$ cat src/rtl/sfs_pkg.sv
// Shared types, constants and helpers of the sprite frame sequencer.
package sfs_pkg;

	localparam int MAX_FRAMES = 1024;

	localparam int IDX_W   = 10;
	localparam int LEN_W   = IDX_W + 1;
	localparam int SHEET_W = 11;
	localparam int TIME_W  = 32;
	localparam int SPEED_W = 16;
	localparam int PROD_W  = TIME_W + SPEED_W;
	localparam int DIM_W   = 12;
	localparam int POS_W   = 16;
	localparam int ACC_W   = SHEET_W + DIM_W;
	localparam int CFG_W   = 32;
	localparam int CFG_IDX_W = 3;

	typedef enum logic [CFG_IDX_W-1:0] {
		CFG_FRAME_WIDTH  = 3'd0,
		CFG_FRAME_HEIGHT = 3'd1,
		CFG_SHEET_COLS   = 3'd2,
		CFG_FIRST_FRAME  = 3'd3,
		CFG_CLIP_LENGTH  = 3'd4,
		CFG_FRAME_PERIOD = 3'd5,
		CFG_LOOP_ENABLE  = 3'd6,
		CFG_PLAY_SPEED   = 3'd7
	} cfg_reg_t;

	typedef enum logic [2:0] {
		ST_IDLE,
		ST_MUL,
		ST_ADD,
		ST_DIV,
		ST_UPD,
		ST_SHEET,
		ST_WAIT,
		ST_OUT
	} seq_state_t;

	typedef enum logic [1:0] {
		SP_IDLE,
		SP_DIV,
		SP_MUL
	} pos_state_t;

	typedef struct packed {
		logic [POS_W-1:0] x;
		logic [POS_W-1:0] y;
	} sheet_pos_t;

	// clamp a pixel coordinate to the 16-bit range
	function automatic logic [POS_W-1:0] sat_pos(input logic [ACC_W-1:0] v);
		logic [POS_W-1:0] r;
		r = (|v[ACC_W-1:POS_W]) ? {POS_W{1'b1}} : v[POS_W-1:0];
		return r;
	endfunction

endpackage

$ cat src/rtl/sfs_sheet_pos.sv
// Bit-serial sheet position unit: frame number to pixel origin on the sheet.
module sfs_sheet_pos import sfs_pkg::*; (
	input  logic                clk,
	input  logic                arst_n,
	input  logic                start,
	input  logic [SHEET_W-1:0]  sheet_frame,
	input  logic [SHEET_W-1:0]  columns,
	input  logic [DIM_W-1:0]    tile_w,
	input  logic [DIM_W-1:0]    tile_h,
	output logic                done,
	output sheet_pos_t          pos
);

	localparam int CNT_W = $clog2(SHEET_W);

	pos_state_t         state_q, state_d;
	logic [CNT_W-1:0]   cnt_q;
	logic               cnt_last;
	logic               done_q;

	logic [SHEET_W-1:0] dvd_q;
	logic [SHEET_W-1:0] rem_q;
	logic [ACC_W-1:0]   accx_q;
	logic [ACC_W-1:0]   accy_q;

	logic [SHEET_W:0]   trial;
	logic [SHEET_W:0]   diff;
	logic               ge;

	assign cnt_last = (cnt_q == CNT_W'(SHEET_W - 1));

	// restoring division step: one quotient bit per cycle
	assign trial = {rem_q, dvd_q[SHEET_W-1]};
	assign diff  = trial - {1'b0, columns};
	assign ge    = (trial >= {1'b0, columns});

	always_comb begin
		state_d = state_q;
		unique case (state_q)
			SP_IDLE: begin
				if (start) state_d = SP_DIV;
			end
			SP_DIV: begin
				if (cnt_last) state_d = SP_MUL;
			end
			SP_MUL: begin
				if (cnt_last) state_d = SP_IDLE;
			end
			default: state_d = SP_IDLE;
		endcase
	end

	always_comb begin
		done  = done_q;
		pos.x = sat_pos(accx_q);
		pos.y = sat_pos(accy_q);
	end

	always_ff @(posedge clk or negedge arst_n) begin
		if (!arst_n) begin
			state_q <= SP_IDLE;
			cnt_q   <= '0;
			done_q  <= 1'b0;
		end else begin
			state_q <= state_d;
			done_q  <= (state_q == SP_MUL) && cnt_last;
			if (state_q == SP_IDLE || cnt_last) cnt_q <= '0;
			else cnt_q <= cnt_q + 1'b1;
		end
	end

	// row bits leave the divider MSB first, so y builds up by Horner's rule;
	// x follows once the column (the remainder) is known
	always_ff @(posedge clk) begin
		unique case (state_q)
			SP_IDLE: begin
				if (start) begin
					dvd_q  <= sheet_frame;
					rem_q  <= '0;
					accx_q <= '0;
					accy_q <= '0;
				end
			end
			SP_DIV: begin
				rem_q  <= ge ? diff[SHEET_W-1:0] : trial[SHEET_W-1:0];
				dvd_q  <= {dvd_q[SHEET_W-2:0], ge};
				accy_q <= {accy_q[ACC_W-2:0], 1'b0}
					+ (ge ? ACC_W'(tile_h) : '0);
			end
			SP_MUL: begin
				rem_q  <= {rem_q[SHEET_W-2:0], 1'b0};
				accx_q <= {accx_q[ACC_W-2:0], 1'b0}
					+ (rem_q[SHEET_W-1] ? ACC_W'(tile_w) : '0);
			end
			default: begin
				rem_q <= rem_q;
			end
		endcase
	end

endmodule

$ cat src/rtl/sprite_frame_sequencer_top.sv
// Top level of the sprite frame sequencer: registers, tick sequencer and result stage.
// Sprite-sheet frame sequencer for one grid clip. Each advancing tick adds
// delta_time * play_speed (Q16.16 times Q8.8, truncated, saturated to 32 bits)
// to the elapsed time, takes out every whole frame_period and moves the clip
// index on by that many frames (wrapping in loop mode, finishing on the last
// frame in one-shot mode). Every tick gives one result: the sheet pixel
// origin of the current frame, the index, the finished flag and a one-tick
// end-of-clip pulse. The multiplies and divides are bit serial. An advancing
// tick runs the speed multiply (one speed bit a cycle), the add, the period
// divide (one quotient bit a cycle, with the frame-count reduction folded in),
// the index update, the start of the sheet unit, the row divide and column
// multiply in the sheet unit with its done register, and the result load. A
// restart, hold or finished tick skips the timing work and goes straight to
// the sheet unit. The next tick can be taken in the cycle after the load.
// One tick is worked on at a time; the input is stalled until the result has
// been loaded into the output register, which then waits for its transfer
// while the next tick is taken. Registers must be written only while idle;
// the block itself does not enforce this.
module sprite_frame_sequencer_top import sfs_pkg::*; (
	input  logic                  clk,
	input  logic                  arst_n,
	// configuration
	input  logic                  cfg_wr_en,
	input  logic [CFG_IDX_W-1:0]  cfg_index,
	input  logic [CFG_W-1:0]      cfg_data,
	// tick input
	input  logic                  in_valid,
	output logic                  in_stall,
	input  logic [TIME_W-1:0]     delta_time,
	input  logic                  restart,
	input  logic                  hold,
	// result output
	output logic                  out_valid,
	input  logic                  out_stall,
	output logic [POS_W-1:0]      sheet_x,
	output logic [POS_W-1:0]      sheet_y,
	output logic [IDX_W-1:0]      frame_number,
	output logic                  end_pulse,
	output logic                  done_res
);

	localparam int CNT_W = 6;

	// configuration registers
	logic [DIM_W-1:0]   tile_w_q;
	logic [DIM_W-1:0]   tile_h_q;
	logic [SHEET_W-1:0] sheet_columns_q;
	logic [IDX_W-1:0]   first_frame_q;
	logic [LEN_W-1:0]   clip_length_q;
	logic [TIME_W-1:0]  frame_period_q;
	logic               loop_enable_q;
	logic [SPEED_W-1:0] play_speed_q;

	// clip state
	logic [IDX_W-1:0]   index_q;
	logic [TIME_W-1:0]  elapsed_q;
	logic               finished_q;
	logic               pulse_q;

	// sequencer
	seq_state_t         state_q, state_d;
	logic [CNT_W-1:0]   cnt_q;
	logic               in_xfer;
	logic               out_load;
	logic               sheet_start;
	logic               sheet_done;
	sheet_pos_t         sheet_pos;

	// serial datapath
	logic [TIME_W-1:0]  delta_q;
	logic [PROD_W-1:0]  prod_q;
	logic [IDX_W-1:0]   ish_q;
	logic [IDX_W-1:0]   imod_q;
	logic [TIME_W:0]    dvd_q;
	logic [TIME_W-1:0]  rem_q;
	logic [IDX_W-1:0]   smod_q;

	// result register
	logic               out_valid_q;
	logic [POS_W-1:0]   out_x_q;
	logic [POS_W-1:0]   out_y_q;
	logic [IDX_W-1:0]   out_idx_q;
	logic               out_jf_q;
	logic               out_done_q;

	// effective register values (zero treated as one, length clamped)
	logic [LEN_W-1:0]   len_eff;
	logic [TIME_W-1:0]  period_eff;
	logic [SHEET_W-1:0] cols_eff;

	assign period_eff = (frame_period_q == '0) ? TIME_W'(1) : frame_period_q;
	assign cols_eff   = (sheet_columns_q == '0) ? SHEET_W'(1) : sheet_columns_q;

	always_comb begin
		if (clip_length_q == '0) len_eff = LEN_W'(1);
		else if (clip_length_q > LEN_W'(MAX_FRAMES)) len_eff = LEN_W'(MAX_FRAMES);
		else len_eff = clip_length_q;
	end

	// multiply step: add delta into the top half, shift right
	logic [TIME_W:0]    mul_sum;
	assign mul_sum = {1'b0, prod_q[PROD_W-1:SPEED_W]}
		+ (prod_q[0] ? {1'b0, delta_q} : '0);

	// index mod length, one index bit a cycle during the multiply
	logic [LEN_W-1:0]   imod_t;
	logic [LEN_W-1:0]   imod_d;
	assign imod_t = {imod_q, ish_q[IDX_W-1]};
	assign imod_d = (imod_t >= len_eff) ? imod_t - len_eff : imod_t;

	// scaled delta plus elapsed time, 33 bits exact
	logic [TIME_W-1:0]  scaled;
	logic [TIME_W:0]    total;
	assign scaled = (|prod_q[PROD_W-1:TIME_W+8]) ? {TIME_W{1'b1}} : prod_q[TIME_W+7:8];
	assign total  = {1'b0, elapsed_q} + {1'b0, scaled};

	// period divide step; the quotient bits also feed the steps-mod-length
	logic [TIME_W:0]    div_t;
	logic [TIME_W:0]    div_diff;
	logic               div_ge;
	logic [LEN_W-1:0]   smod_t;
	logic [LEN_W-1:0]   smod_d;
	assign div_t    = {rem_q, dvd_q[TIME_W]};
	assign div_diff = div_t - {1'b0, period_eff};
	assign div_ge   = (div_t >= {1'b0, period_eff});
	assign smod_t   = {smod_q, div_ge};
	assign smod_d   = (smod_t >= len_eff) ? smod_t - len_eff : smod_t;

	// index update
	logic [LEN_W-1:0]   wrap_sum;
	logic [LEN_W-1:0]   wrap_idx;
	logic [LEN_W-1:0]   len_m1;
	logic [IDX_W-1:0]   last_idx;
	logic [IDX_W-1:0]   remaining;
	logic               overrun;
	logic               any_steps;
	assign wrap_sum  = {1'b0, imod_q} + {1'b0, smod_q};
	assign wrap_idx  = (wrap_sum >= len_eff) ? wrap_sum - len_eff : wrap_sum;
	assign len_m1    = len_eff - 1'b1;
	assign last_idx  = len_m1[IDX_W-1:0];
	assign remaining = (index_q < last_idx) ? last_idx - index_q : '0;
	assign overrun   = (|dvd_q[TIME_W:IDX_W]) || (dvd_q[IDX_W-1:0] > remaining);
	assign any_steps = |dvd_q;

	logic [SHEET_W-1:0] sheet_frame;
	assign sheet_frame = {1'b0, first_frame_q} + {1'b0, index_q};

	assign in_xfer = in_valid && !in_stall;

	// next state
	always_comb begin
		state_d = state_q;
		unique case (state_q)
			ST_IDLE: begin
				if (in_xfer) begin
					if (restart || hold || finished_q) state_d = ST_SHEET;
					else state_d = ST_MUL;
				end
			end
			ST_MUL: begin
				if (cnt_q == CNT_W'(SPEED_W - 1)) state_d = ST_ADD;
			end
			ST_ADD:   state_d = ST_DIV;
			ST_DIV: begin
				if (cnt_q == CNT_W'(TIME_W)) state_d = ST_UPD;
			end
			ST_UPD:   state_d = ST_SHEET;
			ST_SHEET: state_d = ST_WAIT;
			ST_WAIT: begin
				if (sheet_done) state_d = ST_OUT;
			end
			ST_OUT: begin
				if (!out_valid_q || !out_stall) state_d = ST_IDLE;
			end
			default: state_d = ST_IDLE;
		endcase
	end

	// sequencer outputs
	always_comb begin
		in_stall    = (state_q != ST_IDLE);
		sheet_start = (state_q == ST_SHEET);
		out_load    = (state_q == ST_OUT) && (!out_valid_q || !out_stall);
	end

	always_ff @(posedge clk or negedge arst_n) begin
		if (!arst_n) begin
			state_q <= ST_IDLE;
			cnt_q   <= '0;
		end else begin
			state_q <= state_d;
			if (state_q != state_d) cnt_q <= '0;
			else cnt_q <= cnt_q + 1'b1;
		end
	end

	// configuration writes
	always_ff @(posedge clk or negedge arst_n) begin
		if (!arst_n) begin
			tile_w_q        <= DIM_W'(16);
			tile_h_q        <= DIM_W'(16);
			sheet_columns_q <= SHEET_W'(1);
			first_frame_q   <= '0;
			clip_length_q   <= LEN_W'(1);
			frame_period_q  <= TIME_W'(65536);
			loop_enable_q   <= 1'b1;
			play_speed_q    <= SPEED_W'(256);
		end else if (cfg_wr_en) begin
			unique case (cfg_index)
				CFG_FRAME_WIDTH:  tile_w_q        <= cfg_data[DIM_W-1:0];
				CFG_FRAME_HEIGHT: tile_h_q        <= cfg_data[DIM_W-1:0];
				CFG_SHEET_COLS:   sheet_columns_q <= cfg_data[SHEET_W-1:0];
				CFG_FIRST_FRAME:  first_frame_q   <= cfg_data[IDX_W-1:0];
				CFG_CLIP_LENGTH:  clip_length_q   <= cfg_data[LEN_W-1:0];
				CFG_FRAME_PERIOD: frame_period_q  <= cfg_data[TIME_W-1:0];
				CFG_LOOP_ENABLE:  loop_enable_q   <= cfg_data[0];
				CFG_PLAY_SPEED:   play_speed_q    <= cfg_data[SPEED_W-1:0];
				default:          loop_enable_q   <= loop_enable_q;
			endcase
		end
	end

	// clip state
	always_ff @(posedge clk or negedge arst_n) begin
		if (!arst_n) begin
			index_q    <= '0;
			elapsed_q  <= '0;
			finished_q <= 1'b0;
			pulse_q    <= 1'b0;
		end else begin
			if (in_xfer) begin
				pulse_q <= 1'b0;
				if (restart) begin
					index_q    <= '0;
					elapsed_q  <= '0;
					finished_q <= 1'b0;
				end
			end else if (state_q == ST_UPD) begin
				elapsed_q <= rem_q;
				if (any_steps) begin
					if (loop_enable_q) begin
						index_q <= wrap_idx[IDX_W-1:0];
					end else if (overrun) begin
						// ran past the last frame: park there and finish
						index_q    <= last_idx;
						elapsed_q  <= '0;
						finished_q <= 1'b1;
						pulse_q    <= 1'b1;
					end else begin
						index_q <= index_q + dvd_q[IDX_W-1:0];
					end
				end
			end
		end
	end

	// serial datapath
	always_ff @(posedge clk) begin
		if (in_xfer) begin
			delta_q <= delta_time;
			prod_q  <= {{TIME_W{1'b0}}, play_speed_q};
			ish_q   <= index_q;
			imod_q  <= '0;
		end else begin
			unique case (state_q)
				ST_MUL: begin
					prod_q <= {mul_sum, prod_q[SPEED_W-1:1]};
					if (cnt_q < CNT_W'(IDX_W)) begin
						imod_q <= imod_d[IDX_W-1:0];
						ish_q  <= {ish_q[IDX_W-2:0], 1'b0};
					end
				end
				ST_ADD: begin
					dvd_q  <= total;
					rem_q  <= '0;
					smod_q <= '0;
				end
				ST_DIV: begin
					rem_q  <= div_ge ? div_diff[TIME_W-1:0] : div_t[TIME_W-1:0];
					dvd_q  <= {dvd_q[TIME_W-1:0], div_ge};
					smod_q <= smod_d[IDX_W-1:0];
				end
				default: begin
					delta_q <= delta_q;
				end
			endcase
		end
	end

	sfs_sheet_pos u_sheet_pos (
		.clk          (clk),
		.arst_n       (arst_n),
		.start        (sheet_start),
		.sheet_frame  (sheet_frame),
		.columns      (cols_eff),
		.tile_w       (tile_w_q),
		.tile_h       (tile_h_q),
		.done         (sheet_done),
		.pos          (sheet_pos)
	);

	// result register: holds until its transfer, next tick may run meanwhile
	always_ff @(posedge clk or negedge arst_n) begin
		if (!arst_n) begin
			out_valid_q <= 1'b0;
		end else if (out_load) begin
			out_valid_q <= 1'b1;
		end else if (!out_stall) begin
			out_valid_q <= 1'b0;
		end
	end

	always_ff @(posedge clk) begin
		if (out_load) begin
			out_x_q    <= sheet_pos.x;
			out_y_q    <= sheet_pos.y;
			out_idx_q  <= index_q;
			out_jf_q   <= pulse_q;
			out_done_q <= finished_q;
		end
	end

	assign out_valid     = out_valid_q;
	assign sheet_x       = out_x_q;
	assign sheet_y       = out_y_q;
	assign frame_number  = out_idx_q;
	assign end_pulse     = out_jf_q;
	assign done_res      = out_done_q;

endmodule

$ cat config.mk
export PLATFORM = sky130hd
export DESIGN_NAME = sprite_frame_sequencer_top
export DESIGN_NICKNAME = d
export VERILOG_FILES = /design/src/rtl/sfs_pkg.sv /design/src/rtl/sfs_sheet_pos.sv /design/src/rtl/sprite_frame_sequencer_top.sv
export SDC_FILE = /design/constraint.sdc
export NUM_CORES = 1
export LEC_CHECK = 0
export ABC_CLOCK_PERIOD_IN_PS = 16900
export BUFFER_PORTS_ARGS = -buffer_cell sky130_fd_sc_hd__clkbuf_2
export CAP_MARGIN = 20
export CORE_MARGIN = 2
export CORE_UTILIZATION = 60
export CTS_CLUSTER_DIAMETER = 100
export DETAILED_ROUTE_END_ITERATION = 6
export PLACE_DENSITY = 0.78
export REMOVE_ABC_BUFFERS = 1
export SLEW_MARGIN = 25
export SYNTH_ARGS = -nofsm -noshare
export SYNTH_HDL_FRONTEND = slang
export SYNTH_SLANG_ARGS = --single-unit
$ cat constraint.sdc
create_clock -name clk -period 16.9 [get_ports clk]
set_clock_uncertainty 0.1 [all_clocks]
set_input_delay 3.38 -clock clk [delete_from_list [all_inputs] [get_ports clk]]
set_output_delay 3.38 -clock clk [all_outputs]
set_load 0.005 [all_outputs]
==> results of run 1 <==
[flip-flops by register name, summed over array words and instances (netlist names), 12 cells and up]
register            count
prod_q                 48
u_sheet_pos.accx_q     23
frame_period_q         32
delta_q                32
tile_h_q               12
tile_w_q               12
sheet_x                16
dvd_q                  33
rem_q                  32
play_speed_q           16
u_sheet_pos.accy_q     23
elapsed_q              32
sheet_y                16
[layer usage]
layer / wire length [µm] / GRT usage
met5: 0 / 0
met4: 2201 / 0.09489
met3: 3339 / 0.03780
met2: 34970 / 0.5070
met1: 30500 / 0.3830
[area by class of cell]
| type | instances | area share |
|---|---|---|
| Inverter | 148 | 0.01788 |
| Timing Repair Buffer | 141 | 0.02481 |
| Clock buffer | 70 | 0.04599 |
| Multi-Input combinational cell | 2130 | 0.4802 |
| Clock inverter | 22 | 0.008780 |
| Sequential cell | 453 | 0.3979 |
| Tap cell | 607 | 0.02445 |
[logic make-up (layout without fill, tap and decap cells)]
family | after synthesis | in the layout | share of synthesized area
AOI/OAI and AO/OA | 692 | 692 | 0.1565
xor gates and xnor gates | 165 | 165 | 0.05132
adders and majority gates | 233 | 233 | 0.1070
buffers and inverters | 241 | 381 | 0.03301
DFF | 453 | 453 | 0.4389
muxes | 151 | 151 | 0.05794
and+or+nand+nor | 889 | 889 | 0.1553
[cells in the final DEF (no fill, tap or decap), types with 26 or more instances in the layout]
master / n
mux2_2: 96
a21o_1: 79
xor2_1: 65
nor2_1: 177
o21ai_0: 162
dfrtp_1: 159
a21oi_1: 201
nand3_1: 65
ha_1: 220
or2_2: 69
nor3_1: 44
a22o_1: 39
and2_1: 64
mux2i_1: 55
nand4_1: 27
clkbuf_2: 118
dfxtp_1: 42
edfxtp_1: 245
clkbuf_16: 52
nand2_1: 269
inv_1: 145
nor2b_1: 44
xnor2_1: 100
nor4_1: 26
[worst reg2reg max path: stages (launching register included)]
cell,delay [ns]
dfrtp_1,0.41
or3_1,0.36
nor3_1,0.29
nand3b_1,0.18
a21o_1,0.24
ha_1,0.23
o21ai_0,0.19
nor3_1,0.08
a311oi_1,0.57
ha_1,0.39
and3_1,0.19
a221o_1,0.31
a21o_1,0.20
a21o_1,0.18
a21oi_1,0.18
a21oi_1,0.17
nand2_1,0.13
ha_1,0.24
and3_1,0.20
a221o_1,0.34
nand2_1,0.07
nand4b_1,0.11
a21boi_2,0.75
o31a_2,0.73
a22o_1,0.26
[worst max-delay path by stage]
stage,end,slack (ns),cells after the start
finish,elapsed_q[27],9.73,24
global route,elapsed_q[26],9.26,24
CTS,elapsed_q[27],9.76,24
detailed placement,elapsed_q[27],9.79,24
global placement,elapsed_q[26],9.43,24
floorplan,dvd_q[28],9.65,4
[stage by stage]
step	utilization	worst slack, ns
after floorplan	-	9.650
after global placement	0.6318	9.435
after detailed placement	0.6319	9.789
after CTS	0.6685	9.764
after global routing	0.6687	9.262
final	0.6687	9.727
[report_power, final]
part / internal (µW) / switching (µW) / total (µW) / leakage (µW)
Clock: 657 / 474 / 1130 / 0.000819
Sequential: 1720 / 358 / 2080 / 0.00466
Combinational: 1620 / 2220 / 3840 / 0.00780
==> report_table.html, run 1 <==
<table>
<tr><th>Metric</th><th>Value</th></tr>
<tr><th colspan="2">Outcome</th></tr>
<tr><td>Outcome</td><td>finished, final reports clean</td></tr>
<tr><th colspan="2">Power</th></tr>
<tr><td>Final Total Pwr</td><td>between 7000 and 8000 µW</td></tr>
<tr><td>Pwr/cell area</td><td>between 200 and 250 nW/µm²</td></tr>
<tr><td>Reported leakage power</td><td>roughly 0.013 µW</td></tr>
<tr><td>Worst IR Drop VDD</td><td>0.2145 mV</td></tr>
<tr><th colspan="2">Logic synthesis</th></tr>
<tr><td>Post-Synthesis Cell Area</td><td>between 20000 and 30000 µm²</td></tr>
<tr><td>Yosys synthesis warning count</td><td>0</td></tr>
<tr><td>Flip-flop cell with the highest count after synthesis</td><td>edfxtp_1</td></tr>
<tr><td>Proportion of netlist area held by the largest area contributor</td><td>0.2612</td></tr>
<tr><td>Number of enable-type register cells in the synthesized netlist</td><td>between 200 and 250</td></tr>
<tr><td>Synthesized area per cell</td><td>roughly 10 µm²</td></tr>
<tr><td>Gate count after technology mapping</td><td>2824</td></tr>
<tr><td>Cell taking the most area after synthesis</td><td>edfxtp_1</td></tr>
<tr><td>Ranking of synthesized cells by area</td><td>edfxtp_1 (26%), dfrtp_1 (14%), ha_1 (9.8%)</td></tr>
<tr><td>Number of synthesized register bits</td><td>between 400 and 500</td></tr>
<tr><td>Most frequent cells after synthesis</td><td>nand2_1 (271), edfxtp_1 (245), ha_1 (220)</td></tr>
<tr><td>Library cell with the highest instance count after synthesis</td><td>nand2_1</td></tr>
<tr><td>Number of distinct library cells after synthesis</td><td>81</td></tr>
<tr><td>Share of flip-flops with an asynchronous set or reset after synthesis</td><td>0.3664</td></tr>
<tr><td>Sequential fraction of the synthesis area</td><td>0.4389</td></tr>
<tr><th colspan="2">Routing</th></tr>
<tr><td>Total wire length</td><td>a little over 70 mm</td></tr>
<tr><td>Via-to-Cell Ratio</td><td>between 6 and 7</td></tr>
<tr><td>Number of nets with antenna violations after routing</td><td>0</td></tr>
<tr><td>First-iteration detailed-routing DRC count</td><td>roughly 1700</td></tr>
<tr><td>Total DRC errors in the routed layout</td><td>0</td></tr>
<tr><td>Detailed Routing Iterations Pass 1</td><td>6</td></tr>
<tr><td>Vias after detailed routing</td><td>between 20000 and 25000</td></tr>
<tr><td>Post-detailed-route wirelength per cell</td><td>a little under 20 µm</td></tr>
<tr><th colspan="2">Worst setup path</th></tr>
<tr><td>Slowest stage delay, CP</td><td>between 0.7 and 0.8 ns</td></tr>
<tr><td>Flop2flop setup slack</td><td>approximately 9.7 ns</td></tr>
<tr><td>Worst Path Buf+Inv</td><td>0</td></tr>
<tr><td>Data required, critical path</td><td>between 15 and 20 ns</td></tr>
<tr><td>Launching point of the worst reg2reg path</td><td>clip_length_q[2]</td></tr>
<tr><td>CP Capture Type</td><td>flop</td></tr>
<tr><td>Startpoint of the most critical setup path</td><td>clip_length_q[2]</td></tr>
<tr><td>WP data arrival</td><td>between 7 and 8 ns</td></tr>
<tr><td>Capture instance of the worst register-to-register path</td><td>elapsed_q[27]</td></tr>
<tr><td>Worst-path cell with the longest stage delay</td><td>a21boi_2</td></tr>
<tr><td>Category of the most critical setup path</td><td>flop to flop</td></tr>
<tr><td>Worst-case reg-to-reg path depth</td><td>24</td></tr>
<tr><td>Cell Chain, Critical Path</td><td>or3_1, nor3_1, nand3b_1, a21o_1, ha_1, o21ai_0, nor3_1, a311oi_1, ha_1, and3_1, a221o_1, a21o_1, a21o_1, a21oi_1, a21oi_1, nand2_1, ha_1, and3_1, a221o_1, nand2_1, nand4b_1, a21boi_2, o31a_2, a22o_1</td></tr>
<tr><td>Kind of cell adding the most delay to the critical path</td><td>compound AO/OA/AOI/OAI gates</td></tr>
<tr><td>Maximum fanout along the worst path</td><td>32</td></tr>
<tr><td>Worst Setup Start Kind</td><td>flop</td></tr>
<tr><th colspan="2">Global route</th></tr>
<tr><td>Overflow left after global routing</td><td>0</td></tr>
<tr><td>Maximum number of pins on one net before global-route repair</td><td>95</td></tr>
<tr><td>Wire length of the first global-routing pass</td><td>113.2 mm</td></tr>
<tr><td>Vias in the first global route</td><td>roughly 22000</td></tr>
<tr><td>Number of antenna violations at the first check in global routing</td><td>0</td></tr>
<tr><td>GR Util All Layers</td><td>0.2934</td></tr>
<tr><th colspan="2">Run</th></tr>
<tr><td>Maximum Capacitance Violations</td><td>0</td></tr>
<tr><th colspan="2">Hold path</th></tr>
<tr><td>Depth of the worst hold-timing path</td><td>0</td></tr>
<tr><td>Sink of the worst hold path</td><td>end_pulse</td></tr>
<tr><td>Startpoint of the lowest-slack hold path</td><td>pulse_q</td></tr>
<tr><td>Hold Crit Class</td><td>flop to flop</td></tr>
<tr><th colspan="2">CTS</th></tr>
<tr><td>Clock root buffer master</td><td>clkbuf_16</td></tr>
<tr><td>Hold bufs inserted after CTS</td><td>0</td></tr>
<tr><td>Number of levels in the clock H-tree</td><td>2</td></tr>
<tr><td>Longest Clk Path Bufs</td><td>3</td></tr>
<tr><td>CTS Buf Count</td><td>between 40 and 50</td></tr>
<tr><td>Post-CTS Setup Inserts</td><td>0</td></tr>
<tr><td>Post-CTS sizing</td><td>0</td></tr>
<tr><td>Number of sinks on the clock net</td><td>453</td></tr>
<tr><td>Insertion delay to the later sink of the worst-skew pair</td><td>between 0.6 and 0.7 ns</td></tr>
<tr><td>Clock tree from TritonCTS</td><td>built</td></tr>
<tr><td>Clock slew seen by the registers of the worst setup and hold paths</td><td>roughly 0.06 ns</td></tr>
<tr><th colspan="2">Placed design</th></tr>
<tr><td>Routability congestion estimate from global placement</td><td>between 0.9 and 1</td></tr>
<tr><td>Placed wire-length estimate after detailed placement</td><td>just over 50 mm</td></tr>
<tr><td>Number of buffers inserted by port buffering</td><td>approximately 120</td></tr>
<tr><td>Cell Count Post-Placement</td><td>between 3000 and 4000</td></tr>
<tr><td>Placed Area</td><td>slightly below 30000 µm²</td></tr>
<tr><th colspan="2">Timing</th></tr>
<tr><td>Min Hold Slack</td><td>about 0.37 ns</td></tr>
<tr><td>Final hold violations</td><td>0</td></tr>
<tr><td>Accumulated negative setup slack</td><td>0 ns</td></tr>
<tr><td>Unrepaired setup endpoints after global routing</td><td>false</td></tr>
<tr><td>Final setup fails</td><td>0</td></tr>
<tr><td>Min Tclk post-route</td><td>7.173 ns</td></tr>
<tr><td>Slew of the pin with the lowest slew margin</td><td>between 1 and 1.5 ns</td></tr>
<tr><td>Max Clock Freq</td><td>roughly 140 MHz</td></tr>
<tr><td>Count of final max-slew check failures</td><td>0</td></tr>
<tr><td>Final period utilization</td><td>0.4244</td></tr>
<tr><td>Max-Slew Margin vs Limit</td><td>0.3273</td></tr>
<tr><th colspan="2">Die</th></tr>
<tr><td>Width of the chip</td><td>approximately 220 µm</td></tr>
<tr><td>I/O pin count</td><td>120</td></tr>
<tr><td>Total Die Area</td><td>~49000 µm²</td></tr>
<tr><td>Floorplan core area</td><td>46460 µm²</td></tr>
<tr><td>Std cell rows</td><td>a little under 80</td></tr>
<tr><td>Chip Height</td><td>~220 µm</td></tr>
<tr><td>Starting Density</td><td>0.6062</td></tr>
<tr><th colspan="2">Layout</th></tr>
<tr><td>Layout filler cell count</td><td>around 3600</td></tr>
<tr><td>Total non-filler cell area in the finished layout</td><td>around 31000 µm²</td></tr>
<tr><td>Number of diodes added for antenna fixing</td><td>0</td></tr>
<tr><td>Share of layout cells above drive strength 1</td><td>0.1414</td></tr>
<tr><td>Register cell area after layout</td><td>between 10000 and 15000 µm²</td></tr>
<tr><td>Final Non-Filler Cells</td><td>roughly 3600</td></tr>
<tr><td>Growth of design area from synthesis to finish</td><td>10.31%</td></tr>
<tr><td>Multi-input gate area in the final layout</td><td>approximately 15000 µm²</td></tr>
<tr><td>Net count of the finished layout</td><td>between 3000 and 4000</td></tr>
</table>
Note: power is estimated with default switching activity, not from simulation.
==> run 2, diff against run 1 <==
ABC_CLOCK_PERIOD_IN_PS = 7200   (was 16900)
clock period = 7.2 ns   (was 16.9 ns; I/O delays follow)
==> report_table.html, run 2 (synthesized netlist as in run 1, its figures left out) <==
<table>
<tr><th>Metric</th><th>Value</th></tr>
<tr><th colspan="2">Placed design</th></tr>
<tr><td>Placed Area</td><td>between 20000 and 30000 µm²</td></tr>
<tr><td>Routability congestion estimate from global placement</td><td>0.9618</td></tr>
<tr><td>Cell Count Post-Placement</td><td>roughly 3500</td></tr>
<tr><td>Placed wire-length estimate after detailed placement</td><td>about 51 mm</td></tr>
<tr><td>Number of buffers inserted by port buffering</td><td>119</td></tr>
<tr><th colspan="2">Global route</th></tr>
<tr><td>GR Util All Layers</td><td>0.2939</td></tr>
<tr><td>Overflow left after global routing</td><td>0</td></tr>
<tr><td>Maximum number of pins on one net before global-route repair</td><td>77</td></tr>
<tr><td>Number of antenna violations at the first check in global routing</td><td>1</td></tr>
<tr><td>Vias in the first global route</td><td>21620</td></tr>
<tr><td>Wire length of the first global-routing pass</td><td>about 110 mm</td></tr>
<tr><th colspan="2">Outcome</th></tr>
<tr><td>Outcome</td><td>finished, final reports clean</td></tr>
<tr><th colspan="2">Layout</th></tr>
<tr><td>Layout filler cell count</td><td>3631</td></tr>
<tr><td>Register cell area after layout</td><td>12360 µm²</td></tr>
<tr><td>Multi-input gate area in the final layout</td><td>around 15000 µm²</td></tr>
<tr><td>Leading cell types in the layout, fill and taps excluded</td><td>nand2_1 (269), edfxtp_1 (245), ha_1 (220)</td></tr>
<tr><td>Most common cell after layout, fill and taps aside</td><td>nand2_1</td></tr>
<tr><td>Final Non-Filler Cells</td><td>around 3600</td></tr>
<tr><td>Share of layout cells above drive strength 1</td><td>0.1418</td></tr>
<tr><td>Final cell utilization of the core</td><td>0.6705</td></tr>
<tr><td>Largest registers</td><td>prod_q: 48 flops, dvd_q: 33 flops</td></tr>
<tr><td>Total non-filler cell area in the finished layout</td><td>about 31000 µm²</td></tr>
<tr><td>Max FFs per register</td><td>between 40 and 50</td></tr>
<tr><td>Growth of design area from synthesis to finish</td><td>10.60%</td></tr>
<tr><td>Net count of the finished layout</td><td>roughly 3200</td></tr>
<tr><td>Largest register by flop count</td><td>prod_q</td></tr>
<tr><th colspan="2">CTS</th></tr>
<tr><td>Clock slew seen by the registers of the worst setup and hold paths</td><td>0.07 ns</td></tr>
<tr><td>Hold bufs inserted after CTS</td><td>0</td></tr>
<tr><td>Clock tree from TritonCTS</td><td>built</td></tr>
<tr><td>Insertion delay to the later sink of the worst-skew pair</td><td>roughly 0.63 ns</td></tr>
<tr><td>Clock root buffer master</td><td>clkbuf_16</td></tr>
<tr><td>Number of levels in the clock H-tree</td><td>2</td></tr>
<tr><td>Post-CTS sizing</td><td>0</td></tr>
<tr><td>Post-CTS Setup Inserts</td><td>0</td></tr>
<tr><td>CTS Buf Count</td><td>50</td></tr>
<tr><td>Number of sinks on the clock net</td><td>between 400 and 500</td></tr>
<tr><td>Longest Clk Path Bufs</td><td>3</td></tr>
<tr><th colspan="2">Worst setup path</th></tr>
<tr><td>Data required, critical path</td><td>7.64 ns</td></tr>
<tr><td>Maximum fanout along the worst path</td><td>32</td></tr>
<tr><td>Worst-path cell with the longest stage delay</td><td>a311oi_1</td></tr>
<tr><td>CP Capture Type</td><td>flop</td></tr>
<tr><td>Category of the most critical setup path</td><td>flop to flop</td></tr>
<tr><td>Slowest stage delay, CP</td><td>about 0.52 ns</td></tr>
<tr><td>Worst Setup Start Kind</td><td>flop</td></tr>
<tr><td>WP data arrival</td><td>about 7 ns</td></tr>
<tr><th colspan="2">Timing</th></tr>
<tr><td>Slew of the pin with the lowest slew margin</td><td>0.9860 ns</td></tr>
<tr><td>Min Tclk post-route</td><td>6.586 ns</td></tr>
<tr><td>Final period utilization</td><td>0.9147</td></tr>
<tr><td>Unrepaired setup endpoints after global routing</td><td>false</td></tr>
<tr><td>Max-Slew Margin vs Limit</td><td>0.3407</td></tr>
<tr><td>Final hold violations</td><td>0</td></tr>
<tr><td>Count of final max-slew check failures</td><td>0</td></tr>
<tr><td>Max Clock Freq</td><td>roughly 150 MHz</td></tr>
<tr><td>Final setup fails</td><td>0</td></tr>
<tr><th colspan="2">Die</th></tr>
<tr><td>Chip Height</td><td>between 200 and 250 µm</td></tr>
<tr><td>Floorplan core area</td><td>approximately 46000 µm²</td></tr>
<tr><td>I/O pin count</td><td>between 100 and 150</td></tr>
<tr><td>Std cell rows</td><td>79</td></tr>
<tr><td>Total Die Area</td><td>approximately 49000 µm²</td></tr>
<tr><td>Width of the chip</td><td>~220 µm</td></tr>
<tr><td>Starting Density</td><td>0.6062</td></tr>
<tr><th colspan="2">Routing</th></tr>
<tr><td>Vias after detailed routing</td><td>21860</td></tr>
<tr><td>Total DRC errors in the routed layout</td><td>0</td></tr>
<tr><td>Via-to-Cell Ratio</td><td>just over 6</td></tr>
<tr><td>Detailed Routing Iterations Pass 1</td><td>6</td></tr>
<tr><td>Post-detailed-route wirelength per cell</td><td>between 15 and 20 µm</td></tr>
<tr><td>First-iteration detailed-routing DRC count</td><td>1783</td></tr>
<tr><td>Number of nets with antenna violations after routing</td><td>0</td></tr>
<tr><td>Total wire length</td><td>around 70 mm</td></tr>
<tr><th colspan="2">Power</th></tr>
<tr><td>Worst IR Drop VDD</td><td>about 0.48 mV</td></tr>
<tr><td>Reported leakage power</td><td>0.01334 µW</td></tr>
<tr><td>Pwr/cell area</td><td>533.5 nW/µm²</td></tr>
<tr><th colspan="2">Run</th></tr>
<tr><td>Maximum Capacitance Violations</td><td>0</td></tr>
<tr><th colspan="2">Hold path</th></tr>
<tr><td>Hold Crit Class</td><td>flop to flop</td></tr>
</table>
==> run 2: where the power goes <==
| part | switching (µW) | internal, µW |
|---|---|---|
| clock | 1130 | 1580 |
| sequential | 842 | 4040 |
| combinational | 5210 | 3810 |
| total | 7180 | 9430 |
==> run 2: through the flow <==
stage / hold WS [ns] / setup TNS, ns / total power (µW) / worst slack [ns]
5_1_grt: 0.3834 / 0 / 17890 / 0.1064
4_1_cts: 0.3685 / 0 / 16550 / 0.7152
2_1_floorplan: 0.3248 / -0.05000 / 11460 / -0.05000
3_3_place_gp: 0.3370 / 0 / 13410 / 0.8790
3_5_place_dp: 0.3544 / 0 / 13730 / 0.7654
6_report: 0.3725 / 0 / 16620 / 0.6139
==> run 2: per-layer routing <==
metal	track usage	vias to the layer above	share of wire
li1	-	10420	-
met1	0.3796	10590	0.42
met2	0.5018	682	0.49
met3	0.03574	169	0.051
met4	0.1220	0	0.037
met5	0	-	0
==> run 2: path summary, 6_finish.rpt <==
check,slack (ns),end,depth (start not counted),from
worst max-delay path,0.61,elapsed_q[24],26,clip_length_q[1]
min in group asynchronous,0.72,frame_period_q[30],1,arst_n
max in group asynchronous,5.08,tile_w_q[3],2,arst_n
worst max register to register,0.61,elapsed_q[24],26,clip_length_q[1]
worst min register to register,0.37,end_pulse,0,pulse_q
worst min-delay path,0.37,end_pulse,0,pulse_q
==> run 2: critical path: cells and delay by family (launching register included) <==
family                     cells  cell delay [ns]
AOI/OAI and AO/OA             12             2.85
and+or+nand+nor                9             1.69
adders and majority gates      3             0.83
DFF                            1             0.40
buffers and inverters          2             0.61
==> run 2: cell type report <==
type	count	area share
inverter	148	0.01784
clock inverter	31	0.01269
tap	607	0.02438
antenna	1	0.00008034
sequential	453	0.3968
clock buffer	63	0.04403
multi-input combinational	2130	0.4787
timing repair buffer	144	0.02547
